## src/hdl/gn_pkg.sv

```systemverilog
`timescale 1ns / 1ps
// ----------------------------------------------------------------------------
// gn_pkg
// Shared constants and types for the gradient noise block.
// ----------------------------------------------------------------------------
package gn_pkg;

  localparam int TABLE_SIZE_DEF    = 256;
  localparam int FRACTION_BITS_DEF = 16;
  localparam int QUEUE_DEPTH       = 4;
  localparam int HASH_N            = 8;

  localparam int COORD_W = 32;
  localparam int ENTRY_W = 8;
  localparam int MODE_W  = 2;
  localparam int OUT_W   = 18;
  localparam int OUT_MAX = 131071;
  localparam int OUT_MIN = -131072;

  localparam logic REQ_EVAL = 1'b0;
  localparam logic REQ_LOAD = 1'b1;

  localparam logic [MODE_W-1:0] MODE_2D    = 2'd2;
  localparam logic [MODE_W-1:0] MODE_RESET = 2'd3;

  // Queue occupancy flags seen by both sides of the queue.
  typedef struct packed {
    logic empty;
    logic full;
  } gn_q_status_t;

  // Hand-off from the table sequencer to the arithmetic pipeline.
  typedef struct packed {
    logic vld;
    logic two_d;
  } gn_launch_t;

endpackage

```

## src/hdl/gn_queue.sv

```systemverilog
`timescale 1ns / 1ps
// ----------------------------------------------------------------------------
// gn_queue
// Short FIFO that decouples item intake from table sequencing.
// ----------------------------------------------------------------------------
module gn_queue #(
  parameter int WIDTH = 8
) (
  input  logic                 clk,
  input  logic                 rst,
  input  logic                 push,
  input  logic [WIDTH-1:0]     push_data,
  input  logic                 pop,
  output logic [WIDTH-1:0]     pop_data,
  output gn_pkg::gn_q_status_t status
);
  import gn_pkg::*;

  localparam int PW = $clog2(QUEUE_DEPTH);

  logic [WIDTH-1:0] slots [QUEUE_DEPTH];
  logic [PW-1:0]    wptr, rptr;
  logic [PW:0]      count;

  always_ff @(posedge clk) begin
    if (push) begin
      slots[wptr] <= push_data;
    end
  end

  always_ff @(posedge clk) begin
    if (rst) begin
      wptr  <= '0;
      rptr  <= '0;
      count <= '0;
    end else begin
      if (push) begin
        wptr <= wptr + PW'(1);
      end
      if (pop) begin
        rptr <= rptr + PW'(1);
      end
      if (push && !pop) begin
        count <= count + (PW+1)'(1);
      end else if (pop && !push) begin
        count <= count - (PW+1)'(1);
      end
    end
  end

  assign pop_data     = slots[rptr];
  assign status.empty = (count == '0);
  assign status.full  = (count == (PW+1)'(QUEUE_DEPTH));

  a_no_overflow: assert property (@(posedge clk) disable iff (rst)
    push |-> !status.full) else $error("queue push while full");
  a_no_underflow: assert property (@(posedge clk) disable iff (rst)
    pop |-> !status.empty) else $error("queue pop while empty");

endmodule

```

## config.mk

```make
export PLATFORM = sky130hd
export DESIGN_NAME = gn_queue
export DESIGN_NICKNAME = d
export VERILOG_FILES = /design/src/hdl/gn_pkg.sv /design/src/hdl/gn_queue.sv
export SDC_FILE = /design/constraint.sdc
export NUM_CORES = 1
export LEC_CHECK = 0
export ABC_AREA = 1
export BUFFER_PORTS_ARGS = -buffer_cell sky130_fd_sc_hd__buf_2
export CAP_MARGIN = 10
export CORE_MARGIN = 5
export CORE_UTILIZATION = 40
export DETAILED_ROUTE_END_ITERATION = 10
export PLACE_DENSITY = 0.66
export SETUP_SLACK_MARGIN = 0.15
export SYNTH_ARGS = -nofsm -noshare
export SYNTH_HDL_FRONTEND = slang
export SYNTH_SLANG_ARGS = --single-unit
export TNS_END_PERCENT = 100
```

## constraint.sdc

```tcl
create_clock -name clk -period 1.7 [get_ports clk]
set_input_delay 0 -clock clk [delete_from_list [all_inputs] [get_ports clk]]
set_output_delay 0 -clock clk [all_outputs]
set_load 0.01 [all_outputs]
```

=== After elaboration in Yosys (flattened, before gate mapping) ===
Memory sizes are Yosys's and may differ from the RTL's. A register that Yosys moved wholly into a read port is not among the register bits.
Cells that the tools add are included.

* Register bits: 7
* Memory bits (writable): 32
* Input bits: 12
* Output and inout port bits: 10
* Word-level logic and storage cells: 21
* Memories: 1

* $add $sub $neg: 4
* Equal/unequal tests: 1
* Mux-type cells: 6
* Reduce and logical (&&, ||, !) cells: 6

{| class="wikitable"
|+ Memories
! memory !! depth !! width !! rd ports !! clocked after memory_dff !! wr ports !! line !! source
|-
| slots || 4 || 8 || 1 || 1 || 1 || gn_queue.sv:21 || <nowiki>logic [WIDTH-1:0] slots [QUEUE_DEPTH];</nowiki>
|}

{| class="wikitable"
|+ Operators by type and width
! kind !! number
|-
| $mux W3 || 2
|-
| $add A2 B1 Y2 const B || 2
|-
| $mux W2 || 2
|-
| $add A3 B1 Y3 const B || 1
|-
| $eq A3 B3 Y1 const B || 1
|-
| $logic_not A3 Y1 || 1
|-
| $sub A3 B1 Y3 const B || 1
|-
| $logic_and A1 B1 Y1 || 2
|-
| $logic_not A1 Y1 || 2
|-
| $mux W1 || 2
|-
| $reduce_bool A2 Y1 || 1
|}

=== Logic depth before layout (Yosys ltp) ===
Gate-level depths: netlist of run 1.

* Depth in word-level cells: 4
* Gate-level depth with buffers: 10
* Mapped depth without buffers: 10

=== Worst setup path after synthesis of run 1 ===
No wires, ideal clock.

* Path kind: reg-to-reg
* From: register count[0]
* To: register count[2]
* Data arrival time: 1039 ps
* Slack: 552 ps
* Stages on the path, launching flop included: 8
* Path buffers: 0
* Clock period less this slack: 1148 ps
* Cells stage by stage: dfxtp_1 fa_1 inv_1 nand2_1 nand3_1 nand2_1 inv_1 nor2_1

* Word-level cells in the longest chain between the ends: 3

{| class="wikitable"
|+ RTL lines
! element !! line !! source
|-
| start, declared || gn_queue.sv:23 || <nowiki>logic [PW:0] count;</nowiki>
|-
| start signal, assigned || gn_queue.sv:44 || <nowiki>count <= count + (PW+1)'(1);</nowiki>
|-
| start signal, assigned || gn_queue.sv:46 || <nowiki>count <= count - (PW+1)'(1);</nowiki>
|-
| $sub A3 B1 Y3 || gn_queue.sv:46 ||
|-
| $mux W3 || gn_queue.sv:45 || <nowiki>end else if (pop && !push) begin</nowiki>
|-
| $mux W3 * || gn_queue.sv:43 || <nowiki>if (push && !pop) begin</nowiki>
|}

Mark *: on every way between the ends. The rest lies on a longest branch, timed or not. The select of a mux whose other input is x is not followed.
A chain may end at the register's enable or synchronous reset.

==> flow_summary.yaml, run 1 <==
route:
  first_iter_violations: 67
  first_pass_iters: 4
  vias: 1084
  drtAntennaViolNets: 0
  drc: 0
  wire_per_inst_um: 13.6
  drt-total-wl_um: 3000
  vias_per_cell: 4.90
floorplanning:
  boundaryPins: 22
  dieArea_um2: 5480
  core-area_um2: 4000
  rows: 23
  die_w_um: 74.0
  die_h_um: 74.0
  initial_utilization_pct: 41.0
logic_synthesis:
  syn_nets: 152
  async_flop_share_pct: 0
  syn_avg_cell_area_um2: 12.2
  ys.flop_type: "edfxtp_1"
  syn_area_um2: 1640
  synthTopCellsByCount: "edfxtp_1 (32), nor2_1 (20), o21ai_0 (17)"
  yosysTopAreaCell: "edfxtp_1"
  ys_ff_latch: 41
  postSynthCellCount: 134
  yosysSeqAreaShare_pct: 69.6
  synth_top_area_share_pct: 58.6
  yosysUniqueCellTypes: 19
  ys_warn_count: 0
  synth_most_common_cell: "edfxtp_1"
  synth_edf_count: 32
  yosys-top-cells-area: "edfxtp_1 (59%), dfxtp_1 (11%), o21ai_0 (5.2%), nor2_1 (4.6%), ha_1 (3.8%)"
timing:
  slew-limit-headroom_pct: 75.2
  period_needed_ps: 1320
  clock.fmax_mhz: 760
  fin_crit_sh_pct: 77.4
  hold_viol_final: 0
  fin_ws_ps: 384
  rsz0062_at_grt: "false"
  setup_viol: 0
  fin_skew_ps: 5.59
  fin_tns_setup_ps: 0
  tightest_slew_ps: 371
  final_max_slew_viol_count: 0
critical_path:
  critPathTopFamily: "buffers and inverters"
  critPathSlowestCell: "dfxtp_1"
  start_kind: "register"
  critPathBufInv: 2
  path_max_fanout: 16
  path_class: "register to output pin"
  cp_slowest_stage_delay_ps: 350
  crit_chain: "buf_4 -> o21ai_0 -> o22ai_1 -> buf_2"
  arrival_ps: 1320
  critPathRequiredTime_ps: 1700
  critPathCaptureType: "output pin"
clock_network:
  clock_latency_ps: 290
  cts_tree: "built"
  postCtsSetupBuffers: 0
  cts_max_level: 2
  cts_root_buf: "clkbuf_8"
  clk_pin_slew_ps: 80
  cts-buffers-inserted: 5
  cts_buffer_depth: 2
  clock_sinks: 41
placed_design:
  dpl-instance-area_um2: 1790
  dp_slack_ps: 431
  hpwl_um: 2080
  numPortBuffers: 21
  place.gp.congestion: 0.679
pwr:
  powerDensity_nw_per_um2: 1020
  p_leak_nw: 0.795
  finalPower_mw: 2.01
  peakVddDrop_mv: 0.481
grt:
  grt_pass1_wl_um: 4990
  antenna_found_initial: 0
  grt_overflow_total: 0
  grt_pass1_vias: 1102
  grt_max_degree: 17
  track_usage_pct: 12.3
layout:
  post-route-util_pct: 49.1
  nNetsFinal: 188
  drive_above_1_share_pct: 20.5
  antenna_cells: 0
  area_delta_synth_final_pct: 19.8
  post-route-cell-area_um2: 1960
run:
  drv_cap: 0
outcome:
  status: "completed"
worst_hold_path:
  hp-class: "input pin to register"
-- timing repair --
item / 4_1_cts / 5_1_grt
hold endpoints to repair: 33 / 0
resized for setup: 0 / 1
setup endpoints to repair: 0 / 4
hold buffers: 9 / 0
-- cells by family after synthesis --
group | after synthesis | share of synthesized area, %
DFF | 41 | 69.6
xor gates and xnor gates | 1 | 0.534
AOI/OAI and AO/OA | 32 | 10.8
buffers and inverters | 19 | 5.27
adders and majority gates | 6 | 5.04
and+or+nand+nor | 35 | 8.70
-- flip-flops by register name, indices dropped and copies added (netlist names), named ones only --
| name | cells |
|---|---|
| slots | 32 |
| rptr | 2 |
| wptr | 2 |
| count | 3 |
-- worst paths after layout --
kind              cells past startpoint                    end  slack [ps]                 start
setup / recovery                      4            pop_data[5]         380              register
hold / removal                        3               register          40                   pop
setup reg to reg                      4  slots[0][7]$_DFFE_PP_         440  wptr[0]$_SDFFE_PP0P_
hold reg to reg                       1               register         450  rptr[1]$_SDFFE_PP0P_
-- report_power, final --
group	internal [mW]	total (mW)	leakage, nW	switching [mW]
Clock	0.284	0.593	0.0450	0.308
Sequential	1.14	1.17	0.369	0.0302
Combinational	0.103	0.255	0.381	0.152
Total	1.52	2.01	0.795	0.490
-- placed cells by master (no fill, tap or decap), drive strengths merged --
| master | n |
|---|---|
| o21ai | 21 |
| nand4 | 1 |
| ha | 5 |
| clkbuf | 6 |
| a21oi | 3 |
| clkinv | 2 |
| xor2 | 1 |
| dfxtp | 9 |
| nand2 | 9 |
| inv | 17 |
| fa | 1 |
| buf | 22 |
| nor3 | 2 |
| nor2 | 22 |
| edfxtp | 32 |
| o22ai | 8 |
| dlygate4sd3 | 9 |
| nand3 | 1 |
-- layout make-up --
type | instances | area [µm²]
Fill cell | 382 | 2040
Tap cell | 50 | 62.6
Clock inverter | 2 | 10.0
Timing Repair Buffer | 31 | 203
Sequential cell | 41 | 1140
Inverter | 17 | 63.8
Clock buffer | 6 | 72.6
Multi-Input combinational cell | 74 | 412
-- metrics by stage --
step           instances  hold WS [ps]
2_1_floorplan        134          72.4
3_5_place_dp         204           181
4_1_cts              221          40.7
3_3_place_gp         204           173
5_1_grt              221          58.3
6_report             221          42.3
-- layer usage --
metal / part of all wire [%] / wire length (µm) / global-route usage, %
met5: 0 / 0 / 0
met4: 2.0 / 61 / 5.43
met3: 5.6 / 168 / 2.84
met2: 51 / 1540 / 21.1
met1: 41 / 1230 / 14.7
-- worst min-delay path: cells and delay by family --
family | cells | cell delay, ps
simple gates | 1 | 90
compound gates | 1 | 110
buf+inv | 1 | 100
Power figures use the tool's default switching activity.
==> inputs of run 2 (changes only) <==
==> constraint.sdc (replaced) <==
create_clock -name clk -period 1.4 [get_ports clk]
set_input_delay 0 -clock clk [delete_from_list [all_inputs] [get_ports clk]]
set_output_delay 0 -clock clk [all_outputs]
set_load 0.01 [all_outputs]
==> run 2 against run 1 <==
  * Critical path depth unchanged
  * Combinational power grew 44%
  * Via count rose by 2.0%
  * Cell count increased by 2.3%
  * Setup slack got worse by 220 ps
  * Sequential share of layout area fell by 3.9 points
  * Worst hold slack lost 2.6 ps
  * Sequential cell count stayed put
  * Non-clock buffer count is 5 higher
  * Critical path type unchanged
  * Largest cell class unchanged
==> flow_summary.yaml, run 2 (synthesis results as in run 1) <==
route:
  first_iter_violations: 102
  first_pass_iters: 5
  vias: 1106
  vias_per_cell: 4.89
  wire_per_inst_um: 14.3
  drtAntennaViolNets: 0
  drt-total-wl_um: 3240
  drc: 0
grt:
  grt_max_degree: 17
  track_usage_pct: 12.3
  grt_overflow_total: 0
  grt_pass1_wl_um: 4990
  antenna_found_initial: 0
  grt_pass1_vias: 1087
layout:
  nNetsFinal: 193
  regMostFlops: "slots"
  drive_above_1_share_pct: 29.5
  antenna_cells: 0
  post-route-cell-area_um2: 2130
  largest_reg_flops: 32
  final_common_cell: "edfxtp_1"
  reg.largest.list: "slots (32), count (3)"
  final_cell_mix: "edfxtp_1 (32), buf_2 (21), nor2_1 (20)"
  area_delta_synth_final_pct: 29.7
critical_path:
  cp_slowest_stage_delay_ps: 390
  path_max_fanout: 8
  critPathCaptureType: "output pin"
  critPathRequiredTime_ps: 1400
  arrival_ps: 1240
  path_class: "register to output pin"
  crit_chain: "clkinvlp_4 -> o21ai_1 -> o22ai_2 -> buf_2"
  start_kind: "register"
  critPathTopFamily: "flip-flops"
  critPathBufInv: 2
  critPathSlowestCell: "dfxtp_4"
placed_design:
  numPortBuffers: 21
  dpl-instance-area_um2: 1830
  place.gp.congestion: 0.694
  dp_slack_ps: 126
  hpwl_um: 2100
pwr:
  finalPower_mw: 2.68
  peakVddDrop_mv: 0.384
  powerDensity_nw_per_um2: 1260
  p_leak_nw: 0.844
timing:
  final_max_slew_viol_count: 0
  fin_ws_ps: 163
  hold_viol_final: 0
  clock.fmax_mhz: 808
  whs_ps: 39.8
  fin_crit_sh_pct: 88.4
  tightest_slew_ps: 345
  setup_viol: 0
  period_needed_ps: 1240
  fin_skew_ps: 4.77
  fin_tns_setup_ps: 0
  slew-limit-headroom_pct: 77.0
  rsz0062_at_grt: "true"
clock_network:
  cts_tree: "built"
  cts_buffer_depth: 2
  cts_root_buf: "clkbuf_8"
  cts_max_level: 2
  cts-buffers-inserted: 5
  clock_latency_ps: 290
  clock_sinks: 41
  clk_pin_slew_ps: 70
floorplanning:
  initial_utilization_pct: 41.0
  rows: 23
  boundaryPins: 22
  die_h_um: 74.0
  core-area_um2: 4000
  dieArea_um2: 5480
  die_w_um: 74.0
outcome:
  status: "completed"
worst_hold_path:
  hp-class: "input pin to register"
run:
  drv_cap: 0
## run 2: cell types whose count changed in the layout (fill, tap and decap cells not counted), moves of 3 or more
cell and delta:
dfxtp_1 -5, dfxtp_2 +3, o21ai_0 -6, o21ai_1 +4
## run 2: tightest hold or removal path: cells and delay by family
kind / cells / cell delay, ps
simple gates: 2 / 100
buf+inv: 2 / 190
## run 2: layout make-up
| cell class | count | area [µm²] |
|---|---|---|
| Clock buffer | 8 | 111 |
| Fill cell | 361 | 1870 |
| Inverter | 17 | 76.3 |
| Multi-Input combinational cell | 74 | 433 |
| Sequential cell | 41 | 1150 |
| Tap cell | 50 | 62.6 |
| Timing Repair Buffer | 36 | 290 |
## run 2: final timing paths
check,slack [ps],to,startpoint,cells after the start
worst max-delay path,160,pop_data[6],register,4
worst min-delay path,40,register,pop,4
worst max register to register,220,count[2]$_SDFFE_PP0P_,count[1]$_SDFFE_PP0P_,7
worst min register to register,450,register,rptr[1]$_SDFFE_PP0P_,1
## run 2: timing repair
action | CTS | global route
gates cloned | 0 | 1
pin swaps | 0 | 5
setup endpoints to repair | 9 | 18
hold endpoints to repair | 33 | 0
hold buffers | 9 | 0
buffers inserted | 2 | 0
gates resized for setup | 8 | 17
## run 2: power by group
group / total (mW) / switching (mW) / internal (mW)
clock network: 0.890 / 0.381 / 0.509
registers: 1.42 / 0.0423 / 1.38
logic: 0.368 / 0.202 / 0.166
## run 2: metal layers
layer	track usage [%]	share of wire, %	wire length [µm]	vias up
met5	0	0	0	-
met4	3.62	0	0	0
met3	4.32	4.9	157	0
met2	21.7	53	1710	35
met1	14.0	42	1370	521
li1	-	-	-	550
## run 2: stage by stage
stage / cells / util [%]
4_1_cts: 225 / 51.7
3_3_place_gp: 206 / 45.8
6_report: 226 / 53.1
2_1_floorplan: 134 / -
3_5_place_dp: 206 / 45.8
5_1_grt: 226 / 53.1
==> inputs of run 3 (changes only) <==
--- a/config.mk
+++ b/config.mk
@@ -9,9 +9,9 @@
 export BUFFER_PORTS_ARGS = -buffer_cell sky130_fd_sc_hd__buf_2
 export CAP_MARGIN = 10
 export CORE_MARGIN = 5
-export CORE_UTILIZATION = 40
+export CORE_UTILIZATION = 50
 export DETAILED_ROUTE_END_ITERATION = 10
-export PLACE_DENSITY = 0.66
+export PLACE_DENSITY = 0.78
 export SETUP_SLACK_MARGIN = 0.15
 export SYNTH_ARGS = -nofsm -noshare
 export SYNTH_HDL_FRONTEND = slang
==> run 3 against run 2 <==
  * Sequential cell count did not move
  * Count of clock-buffer cells in the layout fell by 2
  * Critical path depth stayed put
  * Utilization is 12 points higher
  * Largest cell class unchanged
  * Total power is 14% lower
  * Sequential share of layout area rose by 3.1 points
==> flow_summary.yaml, run 3 (synthesis results as in run 1) <==
timing:
  period_needed_ps: 1270
  setup_viol: 0
  tightest_slew_ps: 233
  hold_viol_final: 0
  fin_skew_ps: 8.81
  rsz0062_at_grt: "true"
  final_max_slew_viol_count: 0
  fin_crit_sh_pct: 90.7
  clock.fmax_mhz: 787
  fin_tns_setup_ps: 0
  slew-limit-headroom_pct: 84.3
route:
  drc: 0
  drtAntennaViolNets: 0
  drt-total-wl_um: 2990
  first_pass_iters: 4
  vias: 1107
  first_iter_violations: 29
  wire_per_inst_um: 13.7
  vias_per_cell: 5.05
critical_path:
  path_max_fanout: 6
  cp_slowest_stage_delay_ps: 410
  reg2reg_from: "wptr[0]$_SDFFE_PP0P_"
  arrival_ps: 1270
  critPathSlowestCell: "dfxtp_4"
  start_kind: "register"
  path_class: "register to output pin"
  critPathCaptureType: "output pin"
  crit_chain: "buf_6 -> o21ai_2 -> o22ai_1 -> buf_2"
  critPathRequiredTime_ps: 1400
floorplanning:
  die_w_um: 67.3
  boundaryPins: 22
  die_h_um: 67.3
  initial_utilization_pct: 52.8
  core-area_um2: 3100
  rows: 20
  dieArea_um2: 4520
clock_network:
  clock_latency_ps: 340
  clk_pin_slew_ps: 120
  cts_tree: "built"
  cts_buffer_depth: 2
  clock_sinks: 41
  cts_root_buf: "clkbuf_4"
  postCtsSetupBuffers: 0
  cts_max_level: 2
  cts-buffers-inserted: 5
layout:
  nNetsFinal: 192
  largest_reg_flops: 32
  area_delta_synth_final_pct: 22.9
  fillers: 250
  drive_above_1_share_pct: 30.3
  final_common_cell: "edfxtp_1"
  final_cell_mix: "edfxtp_1 (32), buf_2 (22), nor2_1 (20)"
  reg.largest.list: "slots (32), count (3)"
  post-route-cell-area_um2: 2010
  antenna_cells: 0
  regMostFlops: "slots"
grt:
  grt_max_degree: 17
  track_usage_pct: 14.8
  grt_overflow_total: 0
  grt_pass1_wl_um: 4850
  antenna_found_initial: 0
  grt_pass1_vias: 1139
placed_design:
  place.gp.congestion: 0.766
  dpl-instance-area_um2: 1790
  hpwl_um: 2040
  numPortBuffers: 21
outcome:
  status: "completed"
pwr:
  peakVddDrop_mv: 0.607
  p_leak_nw: 0.785
  powerDensity_nw_per_um2: 1150
  finalPower_mw: 2.31
run:
  drv_cap: 0
worst_hold_path:
  hp-class: "input pin to register"
  hold_start: "push"
-- run 3: changes by cell type in the layout (fill, tap and decap cells not counted), sizes merged --
cell / before / now
buf: 26 / 24
clkbuf: 9 / 6
clkinv: 0 / 2
dlygate4sd3: 9 / 11
-- run 3: layer usage --
layer,vias up,global-route usage (%),routed length [µm]
li1,548,-,-
met1,531,14.9,1230
met2,19,27.1,1570
met3,9,5.66,122
met4,0,6.08,64
met5,-,0,0
-- run 3: metrics by stage --
step	utilization [%]	setup WS (ps)	cells	hold slack (ps)
finish	64.9	130	219	135
floorplan	-	252	134	72.4
CTS	64.2	127	219	116
detailed placement	57.7	159	199	180
global placement	57.7	206	199	173
global route	64.9	45.5	219	111
-- run 3: cell type report --
class	count	area, µm²	share of cell area, %
multi-input cells	74	432	21.4
repair buffers	35	243	12.0
clock inverters	2	10.0	0.497
well taps	44	55.1	2.73
inverters	17	78.8	3.91
clock buffers	6	41.3	2.05
flip-flops and latches	41	1150	57.3
-- run 3: worst paths after layout --
kind | slack (ps) | endpoint | cells past startpoint
worst max-delay path | 130 | pop_data[2] | 4
worst min register to register | 480 | register | 1
worst max register to register | 220 | slots[3][0]$_DFFE_PP_ | 3
worst min-delay path | 130 | slots[0][3]$_DFFE_PP_ | 3
-- run 3: what timing repair did --
item / CTS / global route
pin swaps: 5 / 6
resized for setup: 18 / 12
setup endpoints to repair: 12 / 34
gates cloned: 1 / 0
hold endpoints to repair: 38 / 0
hold buffers: 11 / 0
-- run 3: where the power goes --
part	total [mW]	switching, mW	internal, mW
clock network	0.549	0.358	0.192
registers	1.43	0.0452	1.38
logic	0.333	0.190	0.143
-- run 3: critical path: cells and delay by family, from the launching register on --
kind            cells  cell delay (ps)
compound gates      2              220
flops               1              410
buf+inv             2              290
